File: src/hdl/rata_pkg.sv
// Shared types, character constants and helpers for the radix string parser.
`timescale 1ns / 1ps

package rata_pkg;

   // Result status codes
   typedef enum logic [1:0] {
      STATUS_OK        = 2'd0,
      STATUS_MALFORMED = 2'd1,
      STATUS_OVERFLOW  = 2'd2
   } status_type;

   // Decoded character: whether it is a digit of the current base, and its weight
   typedef struct packed {
      logic       valid;
      logic [5:0] weight;
   } digit_type;

   // Character codes
   localparam logic [7:0] CHAR_NUL     = 8'h00;
   localparam logic [7:0] CHAR_DOT     = 8'h2E;
   localparam logic [7:0] CHAR_ZERO    = 8'h30;
   localparam logic [7:0] CHAR_NINE    = 8'h39;
   localparam logic [7:0] CHAR_UPPER_A = 8'h41;
   localparam logic [7:0] CHAR_UPPER_Z = 8'h5A;
   localparam logic [7:0] CHAR_LOWER_A = 8'h61;

   // Gaps closed so that letters follow the decimal digits
   localparam logic [7:0] UPPER_SKIP       = CHAR_UPPER_A - CHAR_NINE - 8'd1;
   localparam logic [7:0] LOWER_SKIP_FOLD  = CHAR_LOWER_A - CHAR_NINE - 8'd1;
   localparam logic [7:0] LOWER_SKIP_SPLIT = (CHAR_LOWER_A - CHAR_UPPER_Z - 8'd1)
                                             + UPPER_SKIP;

   // Base limits
   localparam logic [6:0] RADIX_MIN       = 7'd2;
   localparam logic [6:0] RADIX_MAX       = 7'd64;
   localparam logic [6:0] RADIX_ALNUM_MAX = 7'd36;
   localparam logic [6:0] RADIX_FOLD_MAX  = 7'd38;
   localparam logic [6:0] RADIX_RESET     = 7'd10;

   // True when the base is one the parser supports
   function automatic logic radix_ok(input logic [6:0] radix);
      return radix inside {[RADIX_MIN:RADIX_MAX]};
   endfunction

endpackage

File: src/hdl/rata_ifs.sv
// Valid/ready channel interfaces for the request, response and register ports.
`timescale 1ns / 1ps

interface rata_req_if;
   logic       valid;
   logic       ready;
   logic [7:0] byte_in;

   modport source (output valid, output byte_in, input ready);
   modport sink   (input valid, input byte_in, output ready);
endinterface

interface rata_rsp_if;
   logic        valid;
   logic        ready;
   logic [63:0] value;
   logic [1:0]  status;

   modport source (output valid, output value, output status, input ready);
   modport sink   (input valid, input value, input status, output ready);
endinterface

interface rata_csr_if;
   logic       valid;
   logic       ready;
   logic [6:0] radix;

   modport source (output valid, output radix, input ready);
   modport sink   (input valid, input radix, output ready);
endinterface

File: src/hdl/rata_digit.sv
// Character to digit weight decoder for bases 2 to 64.
`timescale 1ns / 1ps

module rata_digit (
   input  logic [7:0]         byte_in,
   input  logic [6:0]         radix,
   output rata_pkg::digit_type digit
);
   import rata_pkg::*;

   logic       in_class;
   logic [7:0] shifted;
   logic [7:0] zero_char;
   logic [7:0] offset;

   // Close the gaps between digits and letter ranges
   always_comb begin
      in_class = 1'b1;
      shifted  = byte_in;
      if (byte_in >= CHAR_LOWER_A) begin
         shifted = (radix <= RADIX_FOLD_MAX) ? byte_in - LOWER_SKIP_FOLD
                                             : byte_in - LOWER_SKIP_SPLIT;
      end else if (byte_in > CHAR_UPPER_Z) begin
         in_class = 1'b0;
      end else if (byte_in >= CHAR_UPPER_A) begin
         shifted = byte_in - UPPER_SKIP;
      end else if (byte_in > CHAR_NINE) begin
         in_class = 1'b0;
      end
   end

   // Rebase to the first digit character and check against the base
   assign zero_char = (radix > RADIX_ALNUM_MAX) ? CHAR_DOT : CHAR_ZERO;
   assign offset    = shifted - zero_char;

   assign digit.valid  = in_class && (shifted >= zero_char) &&
                         (offset < {1'b0, radix}) && radix_ok(radix);
   assign digit.weight = offset[5:0];

endmodule

File: src/hdl/radix_ascii_to_unsigned.sv
`timescale 1ns / 1ps
// Top level of the radix string parser: NUL-terminated ASCII to unsigned 64-bit.
//
// Usage:
//   req_if  carries one character per word (byte_in); a zero byte ends a string.
//   rsp_if  carries one word per string: value and status (0 ok, 1 malformed,
//           empty or bad base, 2 overflow); value is zero unless status is ok.
//   csr_if  writes the radix register (2..64, reset 10); write it only while idle.
//           It is always ready.
// Timing:
//   Each character goes through an input register and then one multiply-add of
//   the accumulator by the radix (64 x 7 bits) and the digit weight, which sets
//   the clock period. One character per cycle is sustained while no terminator
//   waits for the response slot. A terminator loads the response register.
// Reset:
//   Synchronous, active high. Clears the accumulator, fault state, pending
//   words, and sets radix to 10.
// Backpressure:
//   A waiting response does not block characters of the next string; only a
//   second terminator stalls req_if until the response is taken.

module radix_ascii_to_unsigned (
   input  logic        clock,
   input  logic        reset,
   rata_req_if.sink    req_if,
   rata_rsp_if.source  rsp_if,
   rata_csr_if.sink    csr_if
);
   import rata_pkg::*;

   logic        s1_valid_ff, s1_valid_in;
   logic [7:0]  s1_byte_ff;
   logic [6:0]  radix_ff;
   logic [63:0] acc_ff, acc_in;
   logic        seen_ff, seen_in;
   status_type  fault_ff, fault_in;
   logic        rsp_valid_ff, rsp_valid_in;
   logic [63:0] rsp_value_ff, rsp_value_in;
   status_type  rsp_status_ff, rsp_status_in;

   logic        slot_free;
   logic        s1_is_nul;
   logic        s1_fire;
   digit_type   digit;
   logic [70:0] product;
   logic [64:0] sum;
   logic        carry_out;
   status_type  final_status;

   // Handshake control
   assign slot_free     = !rsp_valid_ff || rsp_if.ready;
   assign s1_is_nul     = (s1_byte_ff == CHAR_NUL);
   assign s1_fire       = s1_valid_ff && (!s1_is_nul || slot_free);
   assign req_if.ready  = !s1_valid_ff || s1_fire;
   assign csr_if.ready  = 1'b1;
   assign rsp_if.valid  = rsp_valid_ff;
   assign rsp_if.value  = rsp_value_ff;
   assign rsp_if.status = rsp_status_ff;

   // Decode the held character
   rata_digit u_digit (
      .byte_in (s1_byte_ff),
      .radix   (radix_ff),
      .digit   (digit)
   );

   // Multiply-add with carry-out detection
   assign product   = 71'(acc_ff) * 71'(radix_ff);
   assign sum       = {1'b0, product[63:0]} + 65'(digit.weight);
   assign carry_out = (|product[70:64]) || sum[64];

   // Status of a string at its terminator
   always_comb begin
      final_status = fault_ff;
      if (fault_ff == STATUS_OK && (!seen_ff || !radix_ok(radix_ff))) begin
         final_status = STATUS_MALFORMED;
      end
   end

   // Advance the input stage
   always_comb begin
      s1_valid_in = s1_valid_ff;
      if (req_if.ready) begin
         s1_valid_in = req_if.valid;
      end
   end

   // Update accumulator and fault state
   always_comb begin
      acc_in   = acc_ff;
      seen_in  = seen_ff;
      fault_in = fault_ff;
      if (s1_fire) begin
         if (s1_is_nul) begin
            acc_in   = '0;
            seen_in  = 1'b0;
            fault_in = STATUS_OK;
         end else begin
            seen_in = 1'b1;
            if (fault_ff == STATUS_OK) begin
               if (!digit.valid) begin
                  fault_in = STATUS_MALFORMED;
               end else if (carry_out) begin
                  fault_in = STATUS_OVERFLOW;
               end else begin
                  acc_in = sum[63:0];
               end
            end
         end
      end
   end

   // Load or drop the response word
   always_comb begin
      rsp_valid_in  = rsp_valid_ff && !rsp_if.ready;
      rsp_value_in  = rsp_value_ff;
      rsp_status_in = rsp_status_ff;
      if (s1_fire && s1_is_nul) begin
         rsp_valid_in  = 1'b1;
         rsp_status_in = final_status;
         rsp_value_in  = (final_status == STATUS_OK) ? acc_ff : '0;
      end
   end

   // Control registers
   always_ff @(posedge clock) begin
      if (reset) begin
         s1_valid_ff  <= 1'b0;
         rsp_valid_ff <= 1'b0;
         radix_ff     <= RADIX_RESET;
         acc_ff       <= '0;
         seen_ff      <= 1'b0;
         fault_ff     <= STATUS_OK;
      end else begin
         s1_valid_ff  <= s1_valid_in;
         rsp_valid_ff <= rsp_valid_in;
         acc_ff       <= acc_in;
         seen_ff      <= seen_in;
         fault_ff     <= fault_in;
         if (csr_if.valid) begin
            radix_ff <= csr_if.radix;
         end
      end
   end

   // Payload registers
   always_ff @(posedge clock) begin
      if (req_if.ready && req_if.valid) begin
         s1_byte_ff <= req_if.byte_in;
      end
      rsp_value_ff  <= rsp_value_in;
      rsp_status_ff <= rsp_status_in;
   end

endmodule

File: src/flat_wrapper.sv
// flat-port wrapper written by rule: the top's interface ports become plain ports
module radix_ascii_to_unsigned_flat import rata_pkg::*;
  (clock, reset, req_if_valid, req_if_byte_in, req_if_ready, rsp_if_valid, rsp_if_value, rsp_if_status, rsp_if_ready, csr_if_valid, csr_if_radix, csr_if_ready);
  rata_req_if req_if_i ();
  rata_rsp_if rsp_if_i ();
  rata_csr_if csr_if_i ();
  input  logic clock;
  input  logic reset;
  input wire logic [$bits(req_if_i.valid)-1:0] req_if_valid;
  input wire logic [$bits(req_if_i.byte_in)-1:0] req_if_byte_in;
  output wire logic [$bits(req_if_i.ready)-1:0] req_if_ready;
  output wire logic [$bits(rsp_if_i.valid)-1:0] rsp_if_valid;
  output wire logic [$bits(rsp_if_i.value)-1:0] rsp_if_value;
  output wire logic [$bits(rsp_if_i.status)-1:0] rsp_if_status;
  input wire logic [$bits(rsp_if_i.ready)-1:0] rsp_if_ready;
  input wire logic [$bits(csr_if_i.valid)-1:0] csr_if_valid;
  input wire logic [$bits(csr_if_i.radix)-1:0] csr_if_radix;
  output wire logic [$bits(csr_if_i.ready)-1:0] csr_if_ready;
  assign req_if_i.valid = req_if_valid;
  assign req_if_i.byte_in = req_if_byte_in;
  assign req_if_ready = req_if_i.ready;
  assign rsp_if_valid = rsp_if_i.valid;
  assign rsp_if_value = rsp_if_i.value;
  assign rsp_if_status = rsp_if_i.status;
  assign rsp_if_i.ready = rsp_if_ready;
  assign csr_if_i.valid = csr_if_valid;
  assign csr_if_i.radix = csr_if_radix;
  assign csr_if_ready = csr_if_i.ready;
  radix_ascii_to_unsigned u_core (.clock(clock), .reset(reset), .req_if(req_if_i), .rsp_if(rsp_if_i), .csr_if(csr_if_i));
endmodule
File: config.mk
export PLATFORM = sky130hd
export DESIGN_NAME = radix_ascii_to_unsigned_flat
export DESIGN_NICKNAME = d
export VERILOG_FILES = /design/src/hdl/rata_pkg.sv /design/src/hdl/rata_ifs.sv /design/src/hdl/rata_digit.sv /design/src/hdl/radix_ascii_to_unsigned.sv /design/src/flat_wrapper.sv
export SDC_FILE = /design/constraint.sdc
export NUM_CORES = 1
export LEC_CHECK = 0
export CORE_MARGIN = 4
export CORE_UTILIZATION = 55
export CTS_CLUSTER_DIAMETER = 40
export DETAILED_ROUTE_END_ITERATION = 8
export DONT_BUFFER_PORTS = 1
export GPL_TIMING_DRIVEN = 1
export PLACE_DENSITY = 0.71
export SETUP_SLACK_MARGIN = 0.5
export SYNTH_ARGS = -nofsm -noshare
export SYNTH_HDL_FRONTEND = slang
export SYNTH_SLANG_ARGS = --single-unit
export TNS_END_PERCENT = 50
File: constraint.sdc
create_clock -name clock -period 7.56 [get_ports clock]
set_clock_uncertainty 0.1 [all_clocks]
set_input_delay 1.512 -clock clock [delete_from_list [all_inputs] [get_ports clock]]
set_output_delay 1.512 -clock clock [all_outputs]
set_load 0.03 [all_outputs]
; Word level (Yosys, flattened, before mapping)
; Index checks and enable logic that the tools add are counted.
[op_classes]
add_sub_neg = 5
multipliers = 1
magnitude_cmp = 10
eq_ne = 2
muxes = 20
n_reduce_logical = 28
[op_table]
columns = op, n
row1 = 64-bit two-way mux, 4
row2 = 64-bit by 7-bit multiplier with 71-bit output, 1
row3 = 64-bit by 6-bit adder with 65-bit output, 1
row4 = 8-bit two-way mux, 4
row5 = 8-bit by 7-bit >= comparator with 1-bit output (second input constant), 2
row6 = 2-bit two-way mux, 5
row7 = 1-bit logical AND, 9
row8 = 8-bit by 6-bit >= comparator with 1-bit output, 1
row9 = 8-bit by 6-bit greater-than comparator with 1-bit output (second input constant), 1
row10 = 8-bit by 7-bit greater-than comparator with 1-bit output (second input constant), 1
row11 = 8-bit logical NOT, 1
row12 = 8-bit by 7-bit less-than comparator with 1-bit output, 1
row13 = 8-bit by 3-bit subtractor with 8-bit output (second input constant), 1
row14 = 8-bit by 4-bit subtractor with 8-bit output (second input constant), 1
row15 = 8-bit by 6-bit subtractor with 8-bit output, 1
row16 = 8-bit by 6-bit subtractor with 8-bit output (second input constant), 1
row17 = 7-bit by 2-bit >= comparator with 1-bit output (second input constant), 1
row18 = 7-bit by 6-bit greater-than comparator with 1-bit output (second input constant), 1
row19 = 7-bit by 6-bit <= comparator with 1-bit output (second input constant), 1
row20 = 7-bit <= comparator (second input constant), 1
row21 = 7-bit OR reduction, 1
row22 = 1-bit logical NOT, 6
row23 = 1-bit two-way mux, 6
row24 = 1-bit logical OR, 5
row25 = other kinds (7), 9
[totals]
ff_bits = 150
in_bits = 20
out_inout_bits = 69
word_cells = 75

; Logic depth before layout (Yosys ltp)
; Gate-level depths: netlist of run 1.
[depth]
word_depth = 11
mapped_depth = 29
mapped_depth_nobuf = 27

; Modules after synthesis
; Synthesis of run 1 repeated with hierarchy kept, for this count alone.
[hier_totals]
cells_unflattened = 2750
hier_area_um2 = 23496.3
[by_module_without_submodules]
columns = mod, instances, cells_per_inst, area_per_inst_um2, seq_area_each_um2
row1 = radix_ascii_to_unsigned, 1, 2621, 22535.4, 3743.6
row2 = rata_digit, 1, 129, 960.9, 0.0

; Worst setup path after synthesis of run 1
; No wires, ideal clock.
[synth_path]
path_kind = register to register
startpoint = register u_core.radix_ff[6]
endpoint = register u_core.acc_ff[61]
setup_ns = 0.123
t_arrival_ns = 6.965
t_required_ns = 7.337
setup_slack_ns = 0.372
stages_incl_launch_ff = 25
n_path_buf = 3
period_less_slack_ns = 7.188
path_cell_list = dfxtp_1 -> clkbuf_1 -> clkbuf_1 -> nand2_1 -> fa_1 -> fa_1 -> inv_1 -> fa_1 -> inv_1 -> fa_1 -> inv_1 -> ha_1 -> a21oi_1 -> o21ai_1 -> a211oi_1 -> o21ai_2 -> a221oi_1 -> xnor2_1 -> nand4_1 -> or4_1 -> or3_1 -> clkbuf_1 -> nor4_1 -> xnor2_1 -> o2bb2ai_1
[synth_via]
elab_chain_len = 9
word_cells_on_any_way = 25
cone_classes = 2 x add/sub / 1 x mul / 6 x order compare / 1 x eq/ne / 7 x mux / 8 x reduce/logical
[synth_lines]
columns = item, line_no
row1 = from (decl), radix_ascii_to_unsigned.sv:33  ; logic [6:0] radix_ff;
row2 = from (signal assigned), radix_ascii_to_unsigned.sv:141  ; radix_ff <= csr_if.radix;
row3 = "parallel branches: the longest is 9 deep, another holds 64-bit by 7-bit multiplier with 71-bit output", --
row4 = to (signal assigned), radix_ascii_to_unsigned.sv:137  ; acc_ff <= acc_in;
row5 = to (decl), radix_ascii_to_unsigned.sv:34  ; logic [63:0] acc_ff, acc_in;
; Parallel ways; which one is timed is not known. The select of a mux whose other input is x is not followed.
; A chain may end at the register's enable or synchronous reset.

; Final worst setup path of run 1
[layout_path]
startpoint = register u_core.radix_ff[1]
endpoint = register u_core.acc_ff[33]
; Same word-level chain as after synthesis.

==> results of run 1 <==
-- metal layers --
layer	track usage	wire (um)	vias up
li1	-	-	9424
met1	0.4239	32330	10560
met2	0.5241	36990	762
met3	0.05339	5132	165
met4	0.1052	2990	2
met5	0	13	-
-- worst max-delay path, stage by stage, from the launching register on --
cell and delay [ps]:
dfxtp_4 480, buf_12 200, and2_4 160, fa_1 460
fa_1 540, fa_1 520, inv_1 60, fa_1 520
inv_2 50, ha_4 250, buf_6 140, nand4_1 220
nor2_2 90, and3_4 200, or4_4 590, a21oi_2 180
buf_6 140, xnor2_2 120, nand4_1 180, or4_4 580
buf_6 150, nor3_4 210, a2111o_2 260, buf_12 190
clkbuf_16 170, nand3_1 80, o21ai_1 120
-- sequential cells by signal, summed over array words and instances (netlist names) --
register,cells
u_core.rsp_if.status,2
u_core.seen_ff,1
u_core.acc_ff,64
u_core.rsp_if.value,64
u_core.radix_ff,7
u_core.rsp_if.valid,1
u_core.s1_byte_ff,8
u_core.s1_valid_ff,1
u_core.fault_ff,2
-- repair_timing --
action | CTS | global route
buffers inserted | 31 | 62
hold endpoints to repair | 0 | 0
resized for setup | 148 | 196
pin swaps | 41 | 136
cloned | 5 | 12
setup endpoints to repair | 65 | 65
-- per-stage QoR --
stage / hold WS (ps) / instances / cell area, sq um / TNS, ps / worst slack, ps
after CTS: 458.9 / 3365 / 26620 / 0 / 448.1
after global placement: 404.1 / 3297 / 24960 / -14490 / -322.3
final: 459.4 / 3444 / 28380 / 0 / 474.2
after global routing: 489.1 / 3439 / 28370 / 0 / 351.5
after floorplan: 375.5 / 2739 / 23640 / 0 / 513.2
after detailed placement: 438.1 / 3297 / 24960 / -23930 / -473.3
-- layout make-up --
class	instances	area, sq um
multi-input combinational	2141	19460
fill	3446	13850
sequential	150	3760
timing repair buffer	269	2693
inverter	308	1157
tap	539	674.4
clock buffer	17	425.4
clock inverter	15	193.9
antenna	5	12.51
-- kinds of logic (layout without fill, tap and decap cells) --
group	Yosys count	count (layout)
and+or+nand+nor	1121	1121
adders and majority gates	424	424
DFF	150	150
buffers and inverters	448	609
other	1	6
muxes	15	15
xor gates and xnor gates	105	105
AOI/OAI and AO/OA	475	475
-- final timing paths --
check                           cells after the start                              to                             from  slack, ps
worst min register to register                      2     u_core.seen_ff$_SDFFE_PP0P_      u_core.seen_ff$_SDFFE_PP0P_        460
worst min-delay path                                2     u_core.seen_ff$_SDFFE_PP0P_      u_core.seen_ff$_SDFFE_PP0P_        460
worst max register to register                     26  u_core.acc_ff[33]$_SDFFE_PP0P_  u_core.radix_ff[1]$_SDFFE_PP1P_        470
worst max-delay path                               26  u_core.acc_ff[33]$_SDFFE_PP0P_  u_core.radix_ff[1]$_SDFFE_PP1P_        470
-- cell usage after synthesis, drive strengths merged, types with 21 or more instances --
cell type	n	area share
a21o	27	0.0086
o21a	21	0.0067
clkbuf	93	0.015
nor3	39	0.0087
a21oi	127	0.029
o2bb2ai	25	0.015
inv	308	0.049
nor2	117	0.019
nand3	73	0.015
a211oi	23	0.0075
nand2	272	0.043
buf	47	0.014
o21ai	131	0.028
and2	436	0.12
nand4	48	0.013
edfxtp	74	0.094
dfxtp	76	0.064
fa	312	0.26
xnor2	65	0.024
xor2	40	0.015
ha	112	0.059
-- where the power goes --
part           total, W  switching (W)  internal, W
clock          0.000919       0.000469     0.000450
combinational  0.000496       0.000287     0.000209
sequential     0.000876      0.0000201     0.000856
total           0.00229       0.000776      0.00152
==> flow_summary.json, run 1 <==
{
  "outcome": "completed",
  "p_per_area_nw_per_um2": 80.74,
  "synthMuxAreaShare": 0.006460,
  "grt_pass1_vias": 21356,
  "synth_edf_count": 74,
  "die-height_um": 215.3,
  "finalPower_w": 0.002291,
  "maxSlewViolCount": 0,
  "synth_compound_area_frac": 0.1390,
  "pin_count": 89,
  "nNetsFinal": 3331,
  "maxSlewHeadroom": 0.4380,
  "wl_per_cell_um": 22.49,
  "syn_area_sq_um": 23630,
  "track_usage": 0.3160,
  "ant_nets": 0,
  "area_delta_synth_final_pct": 20.09,
  "end_kind": "flop",
  "synth_nets": 3183,
  "post-route-period-util": 0.9373,
  "final_cell_mix": "418 x and2_1, 306 x inv_1, 303 x fa_1, 260 x nand2_1, 209 x buf_4",
  "vias": 20913,
  "cts_root_buffer": "clkbuf_16",
  "path_clk_slew_ps": 80,
  "path_class": "flop to flop",
  "setup_viol": 0,
  "layout_min_cycle_time_ps": 7086,
  "crit_path_start_kind": "flop",
  "io_buffers": 0,
  "min_path_type": "flop to flop",
  "num_rows": 75,
  "synth_top_family_by_area": "adder cells",
  "yosysWarnings": 0,
  "cp.required_ps": 7890,
  "grt_pass1_wl_mm": 116.5,
  "antenna_found_initial": 2,
  "totalWireLength_mm": 77.46,
  "cts_max_level": 4,
  "numCtsBuffers": 17,
  "rsz0062_at_grt": "yes",
  "ys_seq_elements": 150,
  "drt-initial-drc-count": 1559,
  "coreArea_sq_um": 42230,
  "hold_viol": 0,
  "ys_types": 94,
  "syn-mean-instance-area_sq_um": 8.627,
  "cts_tree": "yes",
  "cap_violations": 0,
  "irDropWorstVdd_uv": 218.4,
  "crit_arrival_ps": 7410,
  "path_max_fanout": 9,
  "die_area_sq_um": 46340,
  "cts_hold_buf": 0,
  "die-width_um": 215.3,
  "grt_max_degree": 69,
  "synthFlopType": "dfxtp_1",
  "routabilityCongestion": 1.006,
  "worstMarginPinSlew_ps": 821.8,
  "synth-xor-area-share": 0.03892,
  "dpl.hpwl_mm": 55.18,
  "p_leak_nw": 12.60,
  "grt-ovfl-total": 0,
  "async_flop_share": 0,
  "layout_commonest_cell": "and2_1",
  "initial_core_util": 0.5596,
  "avgViaCountPerCell": 6.072,
  "drive_above_1_share": 0.2038,
  "fin_util": 0.6720,
  "max_freq_mhz": 141.1,
  "synth_adder_area_share": 0.3236,
  "clkLatencyLatePin_ps": 500,
  "drcViolationCount": 0,
  "firstDrtPassIters": 5,
  "cts_sinks": 150,
  "clockBufferDepth": 2,
  "synth_cells": 2739,
  "ys_seq_area_frac": 0.1584,
  "yosys.area_share.simple": 0.2560
}
No activity file was read; power rests on OpenSTA's default activity.
==> inputs of run 2 (changes only) <==
Settings changed: PLACE_DENSITY 0.71 to 0.68.
Clock period 7.56 ns to 8.66 ns, I/O delays scaled along.
==> run 2 against run 1 <==
Total power shrank 18%. Sequential cell count did not move. Non-clock buffer count is 224 lower. Global-route usage down 2.5 points. Critical path depth fell by 5. Final area down 13%. First-iteration DRC count is 18% lower. Wire length shrank 15%. Utilization is 8.7 points lower. Worst setup slack better by 420 ps. Critical endpoint is now u_core.acc_ff[49]$_SDFFE_PP0P_.
==> flow_summary.json, run 2 (synthesis gave the netlist of run 1 again) <==
{
  "reg2reg_to": "u_core.acc_ff[49]$_SDFFE_PP0P_",
  "pin_count": 89,
  "die-width_um": 215.3,
  "cts_sinks": 150,
  "wl_per_cell_um": 20.58,
  "totalWireLength_mm": 66.16,
  "reg2reg_depth": 21,
  "drcViolationCount": 0,
  "maxSlewViolCount": 0,
  "dpl_cell_area_sq_um": 24040,
  "numPlacedInstances": 3182,
  "hold_path.startpoint": "u_core.radix_ff[4]$_SDFFE_PP0P_",
  "hold_depth": 2,
  "grt_max_degree": 67,
  "maxSlewHeadroom": 0.3454,
  "min_path_type": "flop to flop",
  "ant_nets": 0,
  "worstMarginPinSlew_ps": 981.9,
  "cap_violations": 0,
  "die-height_um": 215.3,
  "clockBufferDepth": 2,
  "cp.required_ps": 8940,
  "max_freq_mhz": 128.7,
  "r2r_slack_ps": 890,
  "crit_chain": "buf_4 > and2_1 > fa_1 > fa_1 > fa_1 > inv_1 > fa_1 > inv_1 > ha_1 > a21oi_1 > o21ai_1 > a21o_1 > or4_4 > a21oi_1 > xnor2_1 > nand4_1 > or4_1 > or3_1 > nor3_1 > xnor2_1 > o2bb2ai_2",
  "p_leak_nw": 11.16,
  "path_class": "flop to flop",
  "num_rows": 75,
  "coreArea_sq_um": 42230,
  "end_kind": "flop",
  "layout_min_cycle_time_ps": 7768,
  "place_ws_ps": 381.8,
  "final_area_sq_um": 24680,
  "slowest_stage": "or4_1",
  "slowest_delay_ps": 730,
  "finalSetupTns_ps": 0,
  "clkLatencyLatePin_ps": 500,
  "area_delta_synth_final_pct": 4.458,
  "die_area_sq_um": 46340,
  "outcome": "completed",
  "hold_viol": 0,
  "min_to": "u_core.radix_ff[4]$_SDFFE_PP0P_",
  "path_max_fanout": 21,
  "path_clk_slew_ps": 70,
  "seq_area_sq_um": 3762,
  "cpMostUsedCell": "fa_1",
  "drive_above_1_share": 0.05867,
  "drt-initial-drc-count": 1282,
  "setup_viol": 0,
  "vias": 19390,
  "track_usage": 0.2914,
  "insertedDiodeCount": 0,
  "setup_slack_ps": 891.5,
  "rsz0062_at_grt": "no",
  "multiInputGateArea_sq_um": 18100,
  "p_per_area_nw_per_um2": 75.83,
  "fillers": 3751,
  "io_buffers": 0,
  "post-route-period-util": 0.8971,
  "crit_path_start_kind": "flop",
  "dpl.hpwl_mm": 51.75,
  "irDropWorstVdd_uv": 163.0,
  "grt_pass1_wl_mm": 109.1,
  "rr_startpoint": "u_core.radix_ff[6]$_SDFFE_PP0P_",
  "final_cell_mix": "435 x and2_1, 312 x fa_1, 307 x inv_1, 271 x nand2_1, 117 x a21oi_1",
  "grt-ovfl-total": 0,
  "avgViaCountPerCell": 6.031,
  "numCtsBuffers": 17,
  "cts_hold_buf": 0,
  "grt_pass1_vias": 20169,
  "crit_arrival_ps": 8050,
  "layout_commonest_cell": "and2_1",
  "cts_root_buffer": "clkbuf_16",
  "final_cells": 3215,
  "antenna_found_initial": 0,
  "cts_max_level": 4,
  "initial_core_util": 0.5596,
  "cts_tree": "yes",
  "firstDrtPassIters": 7,
  "nNetsFinal": 3107,
  "routabilityCongestion": 1.001
}
-- run 2: cell types whose count changed in the layout (fill, tap and decap cells not counted), sizes merged --
cell / before / now
clkinv: 8 / 4
clkinvlp: 0 / 2
clkbuf: 27 / 18
bufinv: 0 / 1
bufbuf: 1 / 0
buf: 258 / 45
diode: 5 / 0
-- run 2: power by group --
part | total [W] | internal [W] | switching (W)
clock | 0.000775 | 0.000409 | 0.000366
combinational | 0.000312 | 0.000119 | 0.000193
sequential | 0.000785 | 0.000748 | 0.0000369
total | 0.00187 | 0.00128 | 0.000596
-- run 2: routing by layer --
layer / part of all wire / track usage / wire [um]
met2: 0.48 / 0.4781 / 31560
met4: 0.021 / 0.07752 / 1416
met3: 0.051 / 0.04548 / 3392
met1: 0.45 / 0.4063 / 29790
met5: 0 / 0 / 0
-- run 2: through the flow --
step                hold WS (ps)  power [W]  utilization
global route               474.1   0.001961       0.5845
floorplan                  375.5   0.001020            -
finish                     421.3   0.001872       0.5845
global placement           401.6   0.001095       0.5694
detailed placement         408.5   0.001108       0.5694
CTS                        425.8   0.001891       0.5832
-- run 2: worst max path at each step --
stage	start	end	slack (ps)	cells past startpoint
after floorplan	u_core.radix_ff[6]$_SDFFE_PP0P_	u_core.acc_ff[61]$_SDFFE_PP0P_	1470	24
after global placement	u_core.radix_ff[5]$_SDFFE_PP0P_	u_core.acc_ff[61]$_SDFFE_PP0P_	500	21
after detailed placement	u_core.radix_ff[5]$_SDFFE_PP0P_	u_core.acc_ff[49]$_SDFFE_PP0P_	380	21
after CTS	u_core.radix_ff[5]$_SDFFE_PP0P_	u_core.acc_ff[35]$_SDFFE_PP0P_	740	21
after global routing	u_core.radix_ff[6]$_SDFFE_PP0P_	u_core.acc_ff[2]$_SDFFE_PP0P_	560	22
final	u_core.radix_ff[6]$_SDFFE_PP0P_	u_core.acc_ff[49]$_SDFFE_PP0P_	890	21
-- run 2: repair_timing --
item,in CTS,in global routing
gates resized for setup,3,9
buffers inserted,0,1
endpoints found under the setup margin,28,42
-- run 2: layout make-up --
cell class / instances / area share
tap: 539 / 0.02732
multi-input combinational: 2141 / 0.7334
timing repair buffer: 45 / 0.01673
clock buffer: 18 / 0.01779
clock inverter: 14 / 0.005474
sequential: 150 / 0.1524
inverter: 308 / 0.04689
-- run 2: worst max-delay path, delay by kind of cell (launching register included) --
| kind | cells | cell delay (ps) |
|---|---|---|
| xor+xnor | 2 | 500 |
| fa+ha+maj | 5 | 2480 |
| simple gates | 6 | 2510 |
| buf+inv | 3 | 370 |
| flops | 1 | 600 |
| compound gates | 5 | 1060 |
